**src/dtpc_pkg.sv**
```systemverilog
package dtpc_pkg;

   // Pixel coordinate width and derived datapath widths
   localparam int CoordBits = 12;
   localparam int OffBits   = (CoordBits + 4 > 16) ? CoordBits + 4 : 16;
   localparam int ProdBits  = OffBits + 32;
   localparam int AccBits   = OffBits + 33;
   localparam int MagBits   = AccBits - 4;

   localparam int DispBits  = 15;
   localparam int NumBits   = 40;
   localparam int DivSteps  = 32;
   localparam int ProjStages = 4;

   localparam logic [15:0] FocalXReset   = 16'd16384;
   localparam logic [31:0] InvFocalReset = 32'd4194304;
   localparam logic [15:0] CenterXReset  = 16'd5120;
   localparam logic [15:0] CenterYReset  = 16'd3840;
   localparam logic [23:0] BaselineReset = 24'd35206;
   localparam logic [14:0] MinDispReset  = 15'd0;

   typedef enum logic [2:0] {
      CsrFocalX    = 3'd0,
      CsrInvFocalX = 3'd1,
      CsrInvFocalY = 3'd2,
      CsrCenterX   = 3'd3,
      CsrCenterY   = 3'd4,
      CsrBaseline  = 3'd5,
      CsrMinDisp   = 3'd6
   } csr_index_type;

   // Payload handed from one divider cell to the next
   typedef struct packed {
      logic                  ok;
      logic                  sat;
      logic [DispBits-1:0]   disp;
      logic [DispBits-1:0]   rem;
      logic [DivSteps-1:0]   qd;
      logic [CoordBits-1:0]  col;
      logic [CoordBits-1:0]  row;
      logic [23:0]           color;
   } div_data_type;

   // Depth side line running alongside the projection units
   typedef struct packed {
      logic        pvalid;
      logic [31:0] z;
      logic [23:0] color;
   } side_data_type;

endpackage

```
**src/dtpc_div_cell.sv**
```systemverilog
module dtpc_div_cell (
   input  logic                      clock,
   input  logic                      reset,
   input  logic                      in_full,
   input  dtpc_pkg::div_data_type    in_data,
   output logic                      out_full,
   output dtpc_pkg::div_data_type    out_data
);

   logic                     full_ff;
   dtpc_pkg::div_data_type   data_ff;
   dtpc_pkg::div_data_type   data_in;
   logic [dtpc_pkg::DispBits:0] trial;
   logic [dtpc_pkg::DispBits:0] diff;
   logic                     ge;

   // One restoring step: bring down the next dividend bit, subtract if it fits
   always_comb begin
      trial   = {in_data.rem, in_data.qd[dtpc_pkg::DivSteps-1]};
      diff    = trial - {1'b0, in_data.disp};
      ge      = trial >= {1'b0, in_data.disp};
      data_in = in_data;
      data_in.rem = ge ? diff[dtpc_pkg::DispBits-1:0] : trial[dtpc_pkg::DispBits-1:0];
      data_in.qd  = {in_data.qd[dtpc_pkg::DivSteps-2:0], ge};
   end

   always_ff @(posedge clock) begin
      if (reset) begin
         full_ff <= 1'b0;
      end else begin
         full_ff <= in_full;
      end
   end

   always_ff @(posedge clock) begin
      data_ff <= data_in;
   end

   assign out_full = full_ff;
   assign out_data = data_ff;

endmodule

```
**config.mk**
```make
export PLATFORM = sky130hd
export DESIGN_NAME = dtpc_div_cell
export DESIGN_NICKNAME = d
export VERILOG_FILES = /design/src/dtpc_pkg.sv /design/src/dtpc_div_cell.sv
export SDC_FILE = /design/constraint.sdc
export NUM_CORES = 1
export LEC_CHECK = 0
export BUFFER_PORTS_ARGS = -buffer_cell sky130_fd_sc_hd__buf_2
export CAP_MARGIN = 5
export CORE_ASPECT_RATIO = 0.6
export CORE_MARGIN = 2
export CORE_UTILIZATION = 30
export CTS_CLUSTER_DIAMETER = 60
export DETAILED_ROUTE_END_ITERATION = 8
export GPL_ROUTABILITY_DRIVEN = 0
export PLACE_DENSITY_LB_ADDON = 0.12
export SYNTH_ARGS = -nofsm -noshare
export SYNTH_HDL_FRONTEND = slang
export SYNTH_SLANG_ARGS = --single-unit
```
**constraint.sdc**
```tcl
create_clock -name clock -period 7.05 [get_ports clock]
set_clock_uncertainty 0.2 [all_clocks]
set_input_delay 1.41 -clock clock [delete_from_list [all_inputs] [get_ports clock]]
set_output_delay 1.41 -clock clock [all_outputs]
set_load 0.01 [all_outputs]
```
### Yosys cells after proc, flatten, opt, wreduce, memory -nomap -nowiden

Index checks and enable logic that the tools add are counted.

| word-level totals | value |
|---|---|
| latch bits | 0 |
| output and inout port bits | 113 |
| memories | 0 |
| ROM bits | 0 |
| bits in writable memories | 0 |
| bits in registers | 113 |
| logic and storage cells | 12 |
| input port bits | 115 |

| operators by class | value |
|---|---|
| shifts and indexed selects | 0 |
| eq/ne operators | 0 |
| reductions and logical operators | 0 |
| div/mod/pow operators | 0 |
| multiply operators | 0 |
| bitwise gates (word level) | 0 |
| muxes and demuxes | 1 |
| magnitude comparators | 1 |
| add/sub/neg operators | 1 |

Operators by type and width:

| kind | number |
|---|---|
| 16-bit by 15-bit greater-or-equal comparator with 1-bit output | 1 |
| 15-bit two-way mux | 1 |
| 15-bit subtractor | 1 |

### Logic depth before layout (Yosys ltp)

Gate-level depths: netlist (run 1).

| logic depth | value |
|---|---|
| depth in word-level cells | 2 |
| depth in mapped cells | 10 |
| gate-level depth less buffers | 9 |

### Worst setup path before layout (run 1)

OpenSTA, ideal clock, no wires.

| path | value |
|---|---|
| path type | in2reg |
| start point | input in_data[79] in the netlist's numbering |
| end point | register data_ff, in the netlist out_data[88] |
| required time | 6.729 ns |
| buffers on the path | 1 |
| library setup time | 0.121 ns |
| arrival | 3.504 ns |
| setup slack | 3.224 ns |
| cell stages on the path | 10 |
| path through | inv_1 ha_1 fa_1 and2b_1 o2111ai_2 a31oi_2 a31oi_2 o21ai_4 buf_6 mux2_4 |

RTL lines:

| item | line | source |
|---|---|---|
| start, declared | dtpc_div_cell.sv:5 | `input dtpc_pkg::div_data_type in_data,` |
| end signal, assigned | dtpc_div_cell.sv:36 | `data_ff <= data_in;` |
| end, declared | dtpc_div_cell.sv:11 | `dtpc_pkg::div_data_type data_ff;` |

==> results of run 1 <==
==> layer usage <==
metal | vias up | wire, um | GRT usage (%)
met1 | 1146 | 3870 | 18.1
met2 | 117 | 3900 | 23.1
met4 | 0 | 72 | 6.06
met5 | - | 0 | 0
li1 | 1317 | - | -
met3 | 8 | 717 | 6.21
==> where the power goes <==
group / internal (uW) / switching, uW
Sequential: 687 / 10.5
Clock: 524 / 303
Combinational: 103 / 106
==> worst max-delay path by stage <==
stage                startpoint           end  cells past startpoint
floorplan           in_data[79]  out_data[88]                     10
global placement    in_data[79]  out_data[94]                     10
detailed placement  in_data[79]  out_data[82]                     10
CTS                 in_data[79]  out_data[82]                     10
global route        in_data[79]  out_data[82]                     10
finish              in_data[79]  out_data[82]                     10
==> worst max-delay path, cell delays in order <==
cell and delay, ps:
sky130_fd_sc_hd__buf_2 70, sky130_fd_sc_hd__inv_1 40, sky130_fd_sc_hd__ha_1 220, sky130_fd_sc_hd__fa_1 400, sky130_fd_sc_hd__and2b_1 240, sky130_fd_sc_hd__o2111ai_2 160, sky130_fd_sc_hd__a31oi_2 370, sky130_fd_sc_hd__a31oi_2 120
sky130_fd_sc_hd__o21ai_4 580, sky130_fd_sc_hd__mux2_2 410
==> state kept, by name, indices dropped and copies added, names as in the netlist <==
signal,count
out_full,1
out_data,112
==> metrics by stage <==
step | area, sq um | power (uW) | setup slack (ps)
after global placement | 4570 | 920 | 2740
after floorplan | 3270 | 825 | 3220
after CTS | 5160 | 1760 | 3100
after global routing | 5160 | 1820 | 2930
after detailed placement | 4570 | 923 | 2680
final | 5160 | 1730 | 3110
==> synthesized netlist by cell type, types with 3 or more instances <==
library cell / instances
sky130_fd_sc_hd__dfxtp_1: 113
sky130_fd_sc_hd__inv_1: 20
sky130_fd_sc_hd__ha_1: 15
sky130_fd_sc_hd__nor2_1: 14
sky130_fd_sc_hd__a21oi_1: 7
sky130_fd_sc_hd__xnor2_1: 7
sky130_fd_sc_hd__mux2_2: 6
sky130_fd_sc_hd__nand2_1: 6
sky130_fd_sc_hd__mux2_4: 5
sky130_fd_sc_hd__nand3_1: 4
sky130_fd_sc_hd__nor2b_1: 3
sky130_fd_sc_hd__o21a_1: 3
sky130_fd_sc_hd__o21ai_0: 3
==> cell families after synthesis <==
group / synth area share [%]
muxes: 4.97
AOI/OAI and AO/OA: 10.1
DFF: 69.1
and+or+nand+nor: 4.47
buffers and inverters: 2.64
adders and majority gates: 6.35
xor gates and xnor gates: 2.41
==> layout by cell type, fill, tap and decap left out, types with 3 or more instances in the layout <==
| master | netlist | final |
|---|---|---|
| sky130_fd_sc_hd__buf_2 | 0 | 227 |
| sky130_fd_sc_hd__dfxtp_1 | 113 | 113 |
| sky130_fd_sc_hd__inv_1 | 20 | 20 |
| sky130_fd_sc_hd__clkbuf_16 | 0 | 17 |
| sky130_fd_sc_hd__ha_1 | 15 | 15 |
| sky130_fd_sc_hd__nor2_1 | 14 | 14 |
| sky130_fd_sc_hd__a21oi_1 | 7 | 7 |
| sky130_fd_sc_hd__xnor2_1 | 7 | 7 |
| sky130_fd_sc_hd__nand2_1 | 6 | 6 |
| sky130_fd_sc_hd__mux2_2 | 6 | 6 |
| sky130_fd_sc_hd__mux2_4 | 5 | 5 |
| sky130_fd_sc_hd__nand3_1 | 4 | 4 |
| sky130_fd_sc_hd__clkinv_4 | 0 | 4 |
| sky130_fd_sc_hd__o21a_1 | 3 | 3 |
| sky130_fd_sc_hd__nor2b_1 | 3 | 3 |
| sky130_fd_sc_hd__o21ai_0 | 3 | 3 |
| sky130_fd_sc_hd__clkinvlp_4 | 0 | 3 |
| sky130_fd_sc_hd__clkinv_2 | 0 | 3 |
==> final cells by class <==
class	instances	area (sq um)	area share [%]
diodes	1	2.50	0.0485
repair buffers	227	1140	22.0
clock inverters	15	161	3.13
clock buffers	17	425	8.24
flip-flops and latches	113	2260	43.8
inverters	20	75.1	1.45
well taps	139	174	3.37
multi-input cells	109	925	17.9
==> run summary, run 1 <==
The min-delay analysis places its worst path in the category primary input to flop. The initial DRC count is 72. The post-cts repair resize count came out at 0. The detailed-placement wirelength estimate came out at 6880 um.

The post-route non-filler standard cell count came out at 641. The mean post-synth cell area is 13.5 sq um. In the routed design, unresolved DRC markers number 0. The horizontal extent of the die is 139 um.

The count of input and output buffers is 227. In this run the cell area of the synthesized design comes to 3270 sq um. The async set-or-reset flop fraction in the synthesized netlist came out at 0%. The worst path in the final design needs a cycle of 3940 ps, including I/O delays and setup. The maximum number of pins on one net before global-route repair is 17. The worst setup path is of the primary input to flop kind.

STA classifies the critical path endpoint as a flop. The run finished with clean final reports. The first global-routing pass estimated 13400 um of wire.

The number of global-route vias before repair is 2653. The synthesized instance count is 243. After synthesis, the cell types taking the most area are sky130_fd_sc_hd__dfxtp_1, sky130_fd_sc_hd__ha_1, sky130_fd_sc_hd__inv_1.

The number of setup buffers added after CTS came out at 0. The number of rows created at floorplan came out at 29. The CTS buffer count came out at 17. The cell at the root of the clock tree is sky130_fd_sc_hd__clkbuf_16. The number of distinct standard cells referenced by the synthesized netlist came out at 40. The cell count after placement came out at 608. The max-slew violation total from the final report was 0. The number of hold-slack violations in the final timing report was 0. Counting the fill cells in the layout gives 984. The H-tree depth reported by CTS is 4. For this configuration, the core starts out at a cell density of 30.9%. The clock passes through at most 2 buffers.

In this run the power density over the cells is 336 nW/um^2. Of all cell types, the one taking the most synthesized area is sky130_fd_sc_hd__dfxtp_1. STA puts the critical path data required time at 7130 ps. The total track usage is 14.7%. Setup violations remaining at the end of the flow were counted as 0. The number of optimization iterations in the first detailed-route pass came out at 4. The detailed-route wire length is 8570 um.

The ratio of final minimum period to clock period came out at 55.9%. The actual transition at the worst max-transition pin is 657 ps. The headroom to the max-slew limit is 56.0%. The count of hold-fix buffers inserted at cts is 0. Setup total negative slack on the finished layout was measured at 0 ps. The total congestion overflow after global routing came out at 0.

The maximum clock frequency is 0.254 GHz. The initial antenna violation count came out at 1. The count of cells along the worst hold path came out at 1. For this run, the number of Yosys warnings is 0. The minimum hold slack came out at 910 ps. The maximum vdd drop is 0.172 mV. The count of nets after finishing is 619. The count of flip-flops with a built-in enable after synthesis is 0. The top cell type's share of synthesized area is 69.1%. The number of I/O pins is 228. The worst min-delay path startpoint is in_data[25]. The synthesized net count came out at 374. The leakage power figure is 0.00263 uW. Compared with the post-synthesis result, the final layout area differs by 57.7%.

The height of the die is 84.9 um. After detailed routing, the average wire length per cell comes to 13.4 um. The largest fanout of any net on the critical path is 16. The number of nets with antenna violations after detailed routing came out at 0. The share of the core filled with cells is 48.7%.

The ratio of cells with drive above 1 in the final layout is 55.9%. After clock tree synthesis, the clock-pin slew on the worst setup and hold paths is 60 ps. The overall die area came out at 11800 sq um. STA classifies the critical path startpoint as a primary input. Setup repair after global routing left no endpoint under its margin. For hold timing, the worst endpoint is out_data[25]. In the synthesized netlist the dominant register cell turns out to be sky130_fd_sc_hd__dfxtp_1. The proportion of synthesized chip area in sequential cells came out at 69.1%.

TritonCTS built the clock tree. The total clock sinks is 113. The core region is 10600 sq um. The detailed router placed 2588 vias in this run. Data arrives at the worst endpoint at 4030 ps.

The via count normalized by instance count came out at 4.04. The flip-flop and latch count after synthesis came out at 113. The number of maximum-capacitance constraint violations is 0.
Note: power is estimated with default switching activity, not from simulation.
==> run 2, diff against run 1 <==
Settings changed: ABC_AREA set to 1.
Clock period 7.05 ns to 3.15 ns, I/O delays scaled along.
==> run 2 against run 1 <==
Cell count rose by 20%. Area after synthesis rose by 8.5%. Worst hold slack got worse by 780 ps. Die area rose by 8.2%. Critical path type unchanged. Highest routed layer unchanged.
==> run summary, run 2 <==
Setup violations remaining at the end of the flow were counted as 0. The layout overhead on the synthesized area came out at 53.9%. The highest cell delay on the worst timing path is 360 ps. The largest total area in the synthesized netlist belongs to sky130_fd_sc_hd__dfxtp_1. The total negative setup slack is 0 ps. Of the total power, registers draw 39.2%. The synthesized instance count came out at 351. Row generation in the floorplan step produced 30 rows. Walking the worst path, the cells encountered are buf_2 -> inv_1 -> ha_1 -> fa_1 -> inv_1 -> nand2_1 -> nand2_1 -> nand3_2 -> nand3_2 -> nand2_4 -> nand2_8 -> nand3_1 -> nand2_1. The maximum vdd drop is 0.350 mV. The data required time at the worst endpoint came out at 3290 ps. For this run, the number of standard cells in the final layout without fillers is 768. The detailed-route wire length is 9770 um. The proportion of total power due to net switching is 24.7%. Dividing the final minimum period by the clock period gives 68.2%.

The kind of cell with the highest combined delay along the critical path is simple AND/OR/NAND/NOR gates. Buffers placed on the I/O ports in this run total 227. TritonCTS built the clock tree. The number of clock buffers added by TritonCTS is 17. For this run, the leading register cell type out of synthesis is sky130_fd_sc_hd__dfxtp_1. The Yosys step of the flow raised 0 warnings. Along the worst path, the maximum fanout reaches 18. The async set-or-reset flop fraction in the synthesized netlist came out at 0%. The max-slew violation total from the final report came to 0. After floorplanning, the core was sized to cover 11400 sq um. The top cell types in the final layout, fill and taps aside, are sky130_fd_sc_hd__buf_2, sky130_fd_sc_hd__dfxtp_1, sky130_fd_sc_hd__nand2_1. The analysis attributes to cell leakage a power of 0.00298 uW. The library cell used most frequently in the layout, excluding fill and tap cells, is sky130_fd_sc_hd__buf_2. After detailed routing, the number of remaining DRC violations is 0. After the last flow step, the layout net total stands at 725.

The proportion of power drawn by combinational gates is 12.0%. The share of total power dissipated in the clock network is 48.8%. The initial antenna violation count came out at 1. The setup slack at placement is 569 ps. The headroom to the max-slew limit came out at 74.8%. The clock slew seen by the registers of the worst setup and hold paths is 60 ps.

The final critical-path setup slack is 1000 ps. In this run, synthesis inferred 0 flip-flops with an integrated enable. The sink of the worst hold path is out_data[33]. The number of hold-slack violations in the final timing report is 0.

The number of optimization iterations in the first detailed-route pass came out at 4. The internal power contribution came out at 2990 uW. The actual transition at the worst max-transition pin is 376 ps. Counting instances, the worst hold path has a depth of 1.

The horizontal extent of the die is 144 um. The cell count after placement is 735. STA classifies the critical path endpoint as a flop. The final critical-path required period came out at 2150 ps. The cell at the root of the clock tree is sky130_fd_sc_hd__clkbuf_16. The number of flip-flops in the largest register came out at 112. Cells with a size suffix above 1 make up 46.3% of the layout. Setup repair after global routing left no endpoint under its margin.

Counting every net in the synthesized netlist gives 482. The total track usage is 15.0%. The initial DRC count came out at 92. The number of I/O pins came out at 228. The top cell type's share of synthesized area is 63.7%.

The count of hold-fix buffers inserted at cts is 0. The startpoint identified for the worst hold timing path is in_data[33]. The post-cts repair resize count is 0. The count of buffering cells on the critical path with inverters included is 3. The initial standard-cell utilization of the core came out at 31.1%.

Hold timing on the final database bottoms out at a slack of 126 ps. The run finished with clean final reports. The number of setup buffers added after CTS is 0. Ranked by total cell area, the synthesized netlist is headed by sky130_fd_sc_hd__dfxtp_1, sky130_fd_sc_hd__nand2_1, sky130_fd_sc_hd__ha_1.

The number of nets with antenna violations after detailed routing is 0. The synthesized netlist contains 29 unique library cells. The total clock sinks came out at 113.

The cell with the largest stage delay on the worst path is sky130_fd_sc_hd__fa_1. The mean post-synth cell area is 10.1 sq um. The worst endpoint data arrival time is 2290 ps. Synthesis inferred 113 register bits. The maximum number of pins on one net before global-route repair came out at 19. The type of the worst min-delay path is primary input to flop. The power density over the cells is 726 nW/um^2. The switching power summed over all nets came out at 981 uW.

The average wire length per cell after detail routing is 12.7 um. The total congestion overflow after global routing is 0. The total standard cell area after synthesis came out at 3550 sq um.

The worst-case clock buffer depth is 2. The critical path in this run is classified as primary input to flop. The number of maximum-capacitance constraint violations is 0. The height of the die came out at 88.3 um.

Sequential elements use 63.7% of the synthesized area. The H-tree depth reported by CTS is 4. By count the netlist is led by sky130_fd_sc_hd__dfxtp_1, sky130_fd_sc_hd__nand2_1, sky130_fd_sc_hd__inv_1. The die covers 12800 sq um. The maximum clock frequency came out at 0.465 GHz. The detailed-placement wirelength estimate is 7900 um. The cell with the most instances after synthesis is sky130_fd_sc_hd__dfxtp_1. The via count normalized by instance count came out at 3.88. The number of global-route vias before repair was 2816. The first-pass GRT wire length came out at 14100 um.

The total via count in the routed design came out at 2980. By instance count, the cell type seen most on the critical path is sky130_fd_sc_hd__nand2_1. STA classifies the critical path startpoint as a primary input.
[run 2: cell count changes in the layout (fill, tap and decap cells not counted), sizes merged, moves of 3 or more]
cell / change
xnor2: -6
nand2: +85
nand3: +29
a31oi: -4
inv: +34
nand4: +3
a211oi: -3
nor2b: -3
a31o: -3
o21a: -3
mux2: -11
[run 2: how the worst max path moves through the flow]
stage,from,endpoint,slack [ps],cells after the start
after floorplan,in_data[79],out_data[93],870,12
after global placement,in_data[79],out_data[80],630,12
after detailed placement,in_data[79],out_data[80],570,12
after CTS,in_data[79],out_data[87],990,13
after global routing,in_data[79],out_data[80],810,13
final,in_data[79],out_data[87],1000,13
[run 2: metal layers]
layer	up-vias	global-route usage, %	routed length [um]
met5	-	0	0
met4	0	5.83	80
met3	8	5.30	816
met2	113	23.6	4460
met1	1278	19.1	4420
li1	1581	-	-
[run 2: area by class of cell]
class / count / area (sq um)
Timing Repair Buffer: 227 / 1140
Antenna cell: 1 / 2.50
Clock buffer: 17 / 425
Multi-Input combinational cell: 181 / 1050
Clock inverter: 15 / 183
Tap cell: 160 / 200
Inverter: 54 / 203
Sequential cell: 113 / 2260
Fill cell: 1156 / 5950
[run 2: cell families (layout without fill, tap and decap cells)]
| group | after synthesis | count (layout) | synth area share (%) |
|---|---|---|---|
| buffers and inverters | 57 | 313 | 6.66 |
| and+or+nand+nor | 151 | 151 | 21.0 |
| DFF | 113 | 113 | 63.7 |
| adders and majority gates | 16 | 16 | 5.85 |
| AOI/OAI and AO/OA | 9 | 9 | 1.58 |
| xor gates and xnor gates | 5 | 5 | 1.23 |
| other | 0 | 1 | 0 |
[run 2: power groups by stage]
stage	logic [uW]	clock network, uW	registers [uW]
floorplan	201	0	1650
global placement	480	0	1590
detailed placement	485	0	1590
CTS	487	1990	1560
global route	539	2060	1570
finish	477	1940	1560
[run 2: metrics by stage]
step	instance area [sq um]	power, uW	utilization, %
after floorplan	3550	1850	-
after global placement	4850	2070	42.5
after detailed placement	4850	2070	42.5
after CTS	5460	4040	47.9
after global routing	5470	4170	47.9
final	5470	3970	47.9
==> run 3, diff against run 2 <==
Settings changed: ABC_AREA 1 to 0.
Clock period 3.15 ns to 2.15 ns, I/O delays scaled along.
==> run 3 against run 2 <==
The run now ends with negative setup slack left. Total power grew 55%. Cell count is 2.0% higher. Worst setup slack worse by 1200 ps. Critical path type unchanged.
==> run summary, run 3 (same netlist as run 1, synthesis figures left out) <==
In the final design database the tool counted 762 nets. The share of the core filled with cells came out at 62.5%. The maximum number of pins on one net before global-route repair is 17. The count of cells along the worst hold path came out at 2. The internal power contribution came out at 4660 uW.

The total congestion overflow after global routing is 0. The checks that failed: negative setup slack. The leakage power figure is 0.00331 uW. The largest fanout of any net on the critical path came out at 7.

The share of total power dissipated in the clock network is 46.7%. The H-tree depth reported by CTS came out at 4. Setup violations remaining at the end of the flow were counted as 15. The routed layout has 3207 vias. Using the TritonRoute via totals, the vias-per-cell ratio works out to 4.10. The final critical-path setup slack came out at -165 ps. Across every metal layer, demand over resource in global routing totals 18.3%. The proportion of total power due to net switching came out at 24.2%. The most common cell after layout, fill and taps aside is sky130_fd_sc_hd__buf_2.

The ratio of final minimum period to clock period came out at 108%. The overall die area came out at 11800 sq um. The first-pass GRT wire length is 16900 um. The initial standard-cell utilization of the core is 30.9%. The power density over the cells came out at 928 nW/um^2.

The placeable core area came out at 10600 sq um. The smallest clock period supported by the final layout is computed as 2320 ps. The worst setup path is captured at a flop. The worst hold path terminates at out_data[109]. The cell at the root of the clock tree is sky130_fd_sc_hd__clkbuf_16. The max-slew violation total from the final report is 0. The startpoint-to-endpoint class of the critical path is primary input to flop.

In the final routed layout, each cell accounts on average for 13.7 um. The flow ran to the end, but the final reports show violations. The path class of the tightest hold or removal check is primary input to flop. For this design, the sink count on the clock tree is 113. The height of the die came out at 84.9 um. The number of setup buffers added after CTS is 0. The number of maximum-capacitance constraint violations came out at 0. The initial antenna violation count came out at 0. The maximum clock frequency came out at 0.432 GHz. The initial DRC count came out at 89.

The ratio of cells with drive above 1 in the final layout is 51.7%. The actual transition at the worst max-transition pin came out at 317 ps. The proportion of power drawn by combinational gates came out at 16.1%. The switching power summed over all nets is 1490 uW. The clock slew seen by the registers of the worst setup and hold paths came out at 50 ps. The layout overhead on the synthesized area came out at 102%.

The number of hold-slack violations in the final timing report came out at 0. The number of rows created at floorplan came out at 29. The horizontal extent of the die came out at 139 um. The CTS buffer count is 17.

0 antenna diodes ended up in the layout. Port buffering added 227 buffers. The number of flip-flops in the largest register came out at 112. The worst setup path is launched from a primary input. The number of I/O pins came out at 228. The sequential fraction of design power came out at 37.3%. The worst min-delay path startpoint is in_data[109].

The placed cell area came out at 4970 sq um. For this run, design rule violations remaining after detail routing come to 0. The detailed-route wire length came out at 10800 um.

The minimum hold slack came out at 37.0 ps. In the layout the commonest cells are sky130_fd_sc_hd__buf_2, sky130_fd_sc_hd__dfxtp_1, sky130_fd_sc_hd__dlygate4sd3_1. The finished layout cell area is 6620 sq um. The number of global-route vias before repair is 3426.

The number of optimization iterations in the first detailed-route pass is 4. The headroom to the max-slew limit is 78.7%. The HPWL after detailed placement is 7360 um. The CTS tree is built. No sink is reached through more buffers than the 2 on the longest clock path. The data required time at the worst endpoint is 2230 ps. The maximum vdd drop came out at 0.597 mV. At the worst endpoint, the arrival time is 2400 ps. The design draws 6140 uW.

The number of nets with antenna violations after detailed routing came out at 0. Setup repair after global routing could not meet its margin everywhere. For the final routed database, the setup TNS stands at -2000 ps. The number of filler cells placed in the layout is 872.
[run 3: cell types whose count changed in the layout (fill, tap and decap cells not counted), sizes merged, moves of 6 or more]
cell	before	now
dlygate4sd3	0	96
nand2	91	6
buf	227	274
inv	57	23
nand3	33	4
mux2	0	11
xnor2	1	7
[run 3: layout make-up]
type	count	area, sq um	share of cell area (%)
Timing Repair Buffer	370	2480	37.5
Sequential cell	113	2260	34.2
Multi-Input combinational cell	109	1010	15.2
Clock buffer	18	429	6.48
Clock inverter	14	180	2.72
Tap cell	139	174	2.63
Inverter	20	87.6	1.32
[run 3: how the worst max path moves through the flow]
stage                      startpoint  cells past startpoint           end  slack (ps)
after floorplan           in_data[79]                     10  out_data[88]        -560
after global placement    in_data[79]                     11  out_data[87]        -700
after detailed placement  in_data[79]                     11  out_data[82]        -760
after CTS                 in_data[79]                     11  out_data[87]        -130
after global routing      in_data[79]                     11  out_data[87]        -210
final                     in_data[79]                     11  out_data[87]        -170
[run 3: per-stage QoR]
| step | cells | setup WS [ps] |
|---|---|---|
| after CTS | 783 | -133 |
| after detailed placement | 655 | -755 |
| after floorplan | 243 | -558 |
| final | 783 | -165 |
| after global placement | 655 | -698 |
| after global routing | 783 | -214 |
[run 3: timing repair]
action / CTS / global route
cloned: 0 / 0
hold endpoints to repair: 96 / 0
resized for setup: 20 / 1
hold buffers: 96 / 0
pin swaps: 5 / 0
setup endpoints to repair: 15 / 15
[run 3: power by group through the flow]
stage / combinational (uW) / sequential (uW) / clock [uW]
6_report: 988 / 2290 / 2870
5_1_grt: 1070 / 2300 / 3030
4_1_cts: 987 / 2290 / 2940
3_5_place_dp: 808 / 2330 / 0
3_3_place_gp: 801 / 2330 / 0
2_1_floorplan: 294 / 2420 / 0
[run 3: layer usage]
| layer | GRT usage [%] | wire, um |
|---|---|---|
| met5 | 0 | 0 |
| met4 | 5.79 | 145 |
| met3 | 7.28 | 774 |
| met2 | 31.0 | 5220 |
| met1 | 21.6 | 4620 |
[run 3: critical path: stages]
cell and delay, ps:
sky130_fd_sc_hd__buf_8 90, sky130_fd_sc_hd__inv_12 30, sky130_fd_sc_hd__ha_4 150, sky130_fd_sc_hd__fa_2 340
sky130_fd_sc_hd__and2b_2 250, sky130_fd_sc_hd__o2111ai_4 150, sky130_fd_sc_hd__a31oi_4 210, sky130_fd_sc_hd__a31oi_4 60
sky130_fd_sc_hd__o21ai_4 200, sky130_fd_sc_hd__buf_8 170, sky130_fd_sc_hd__mux2_4 310
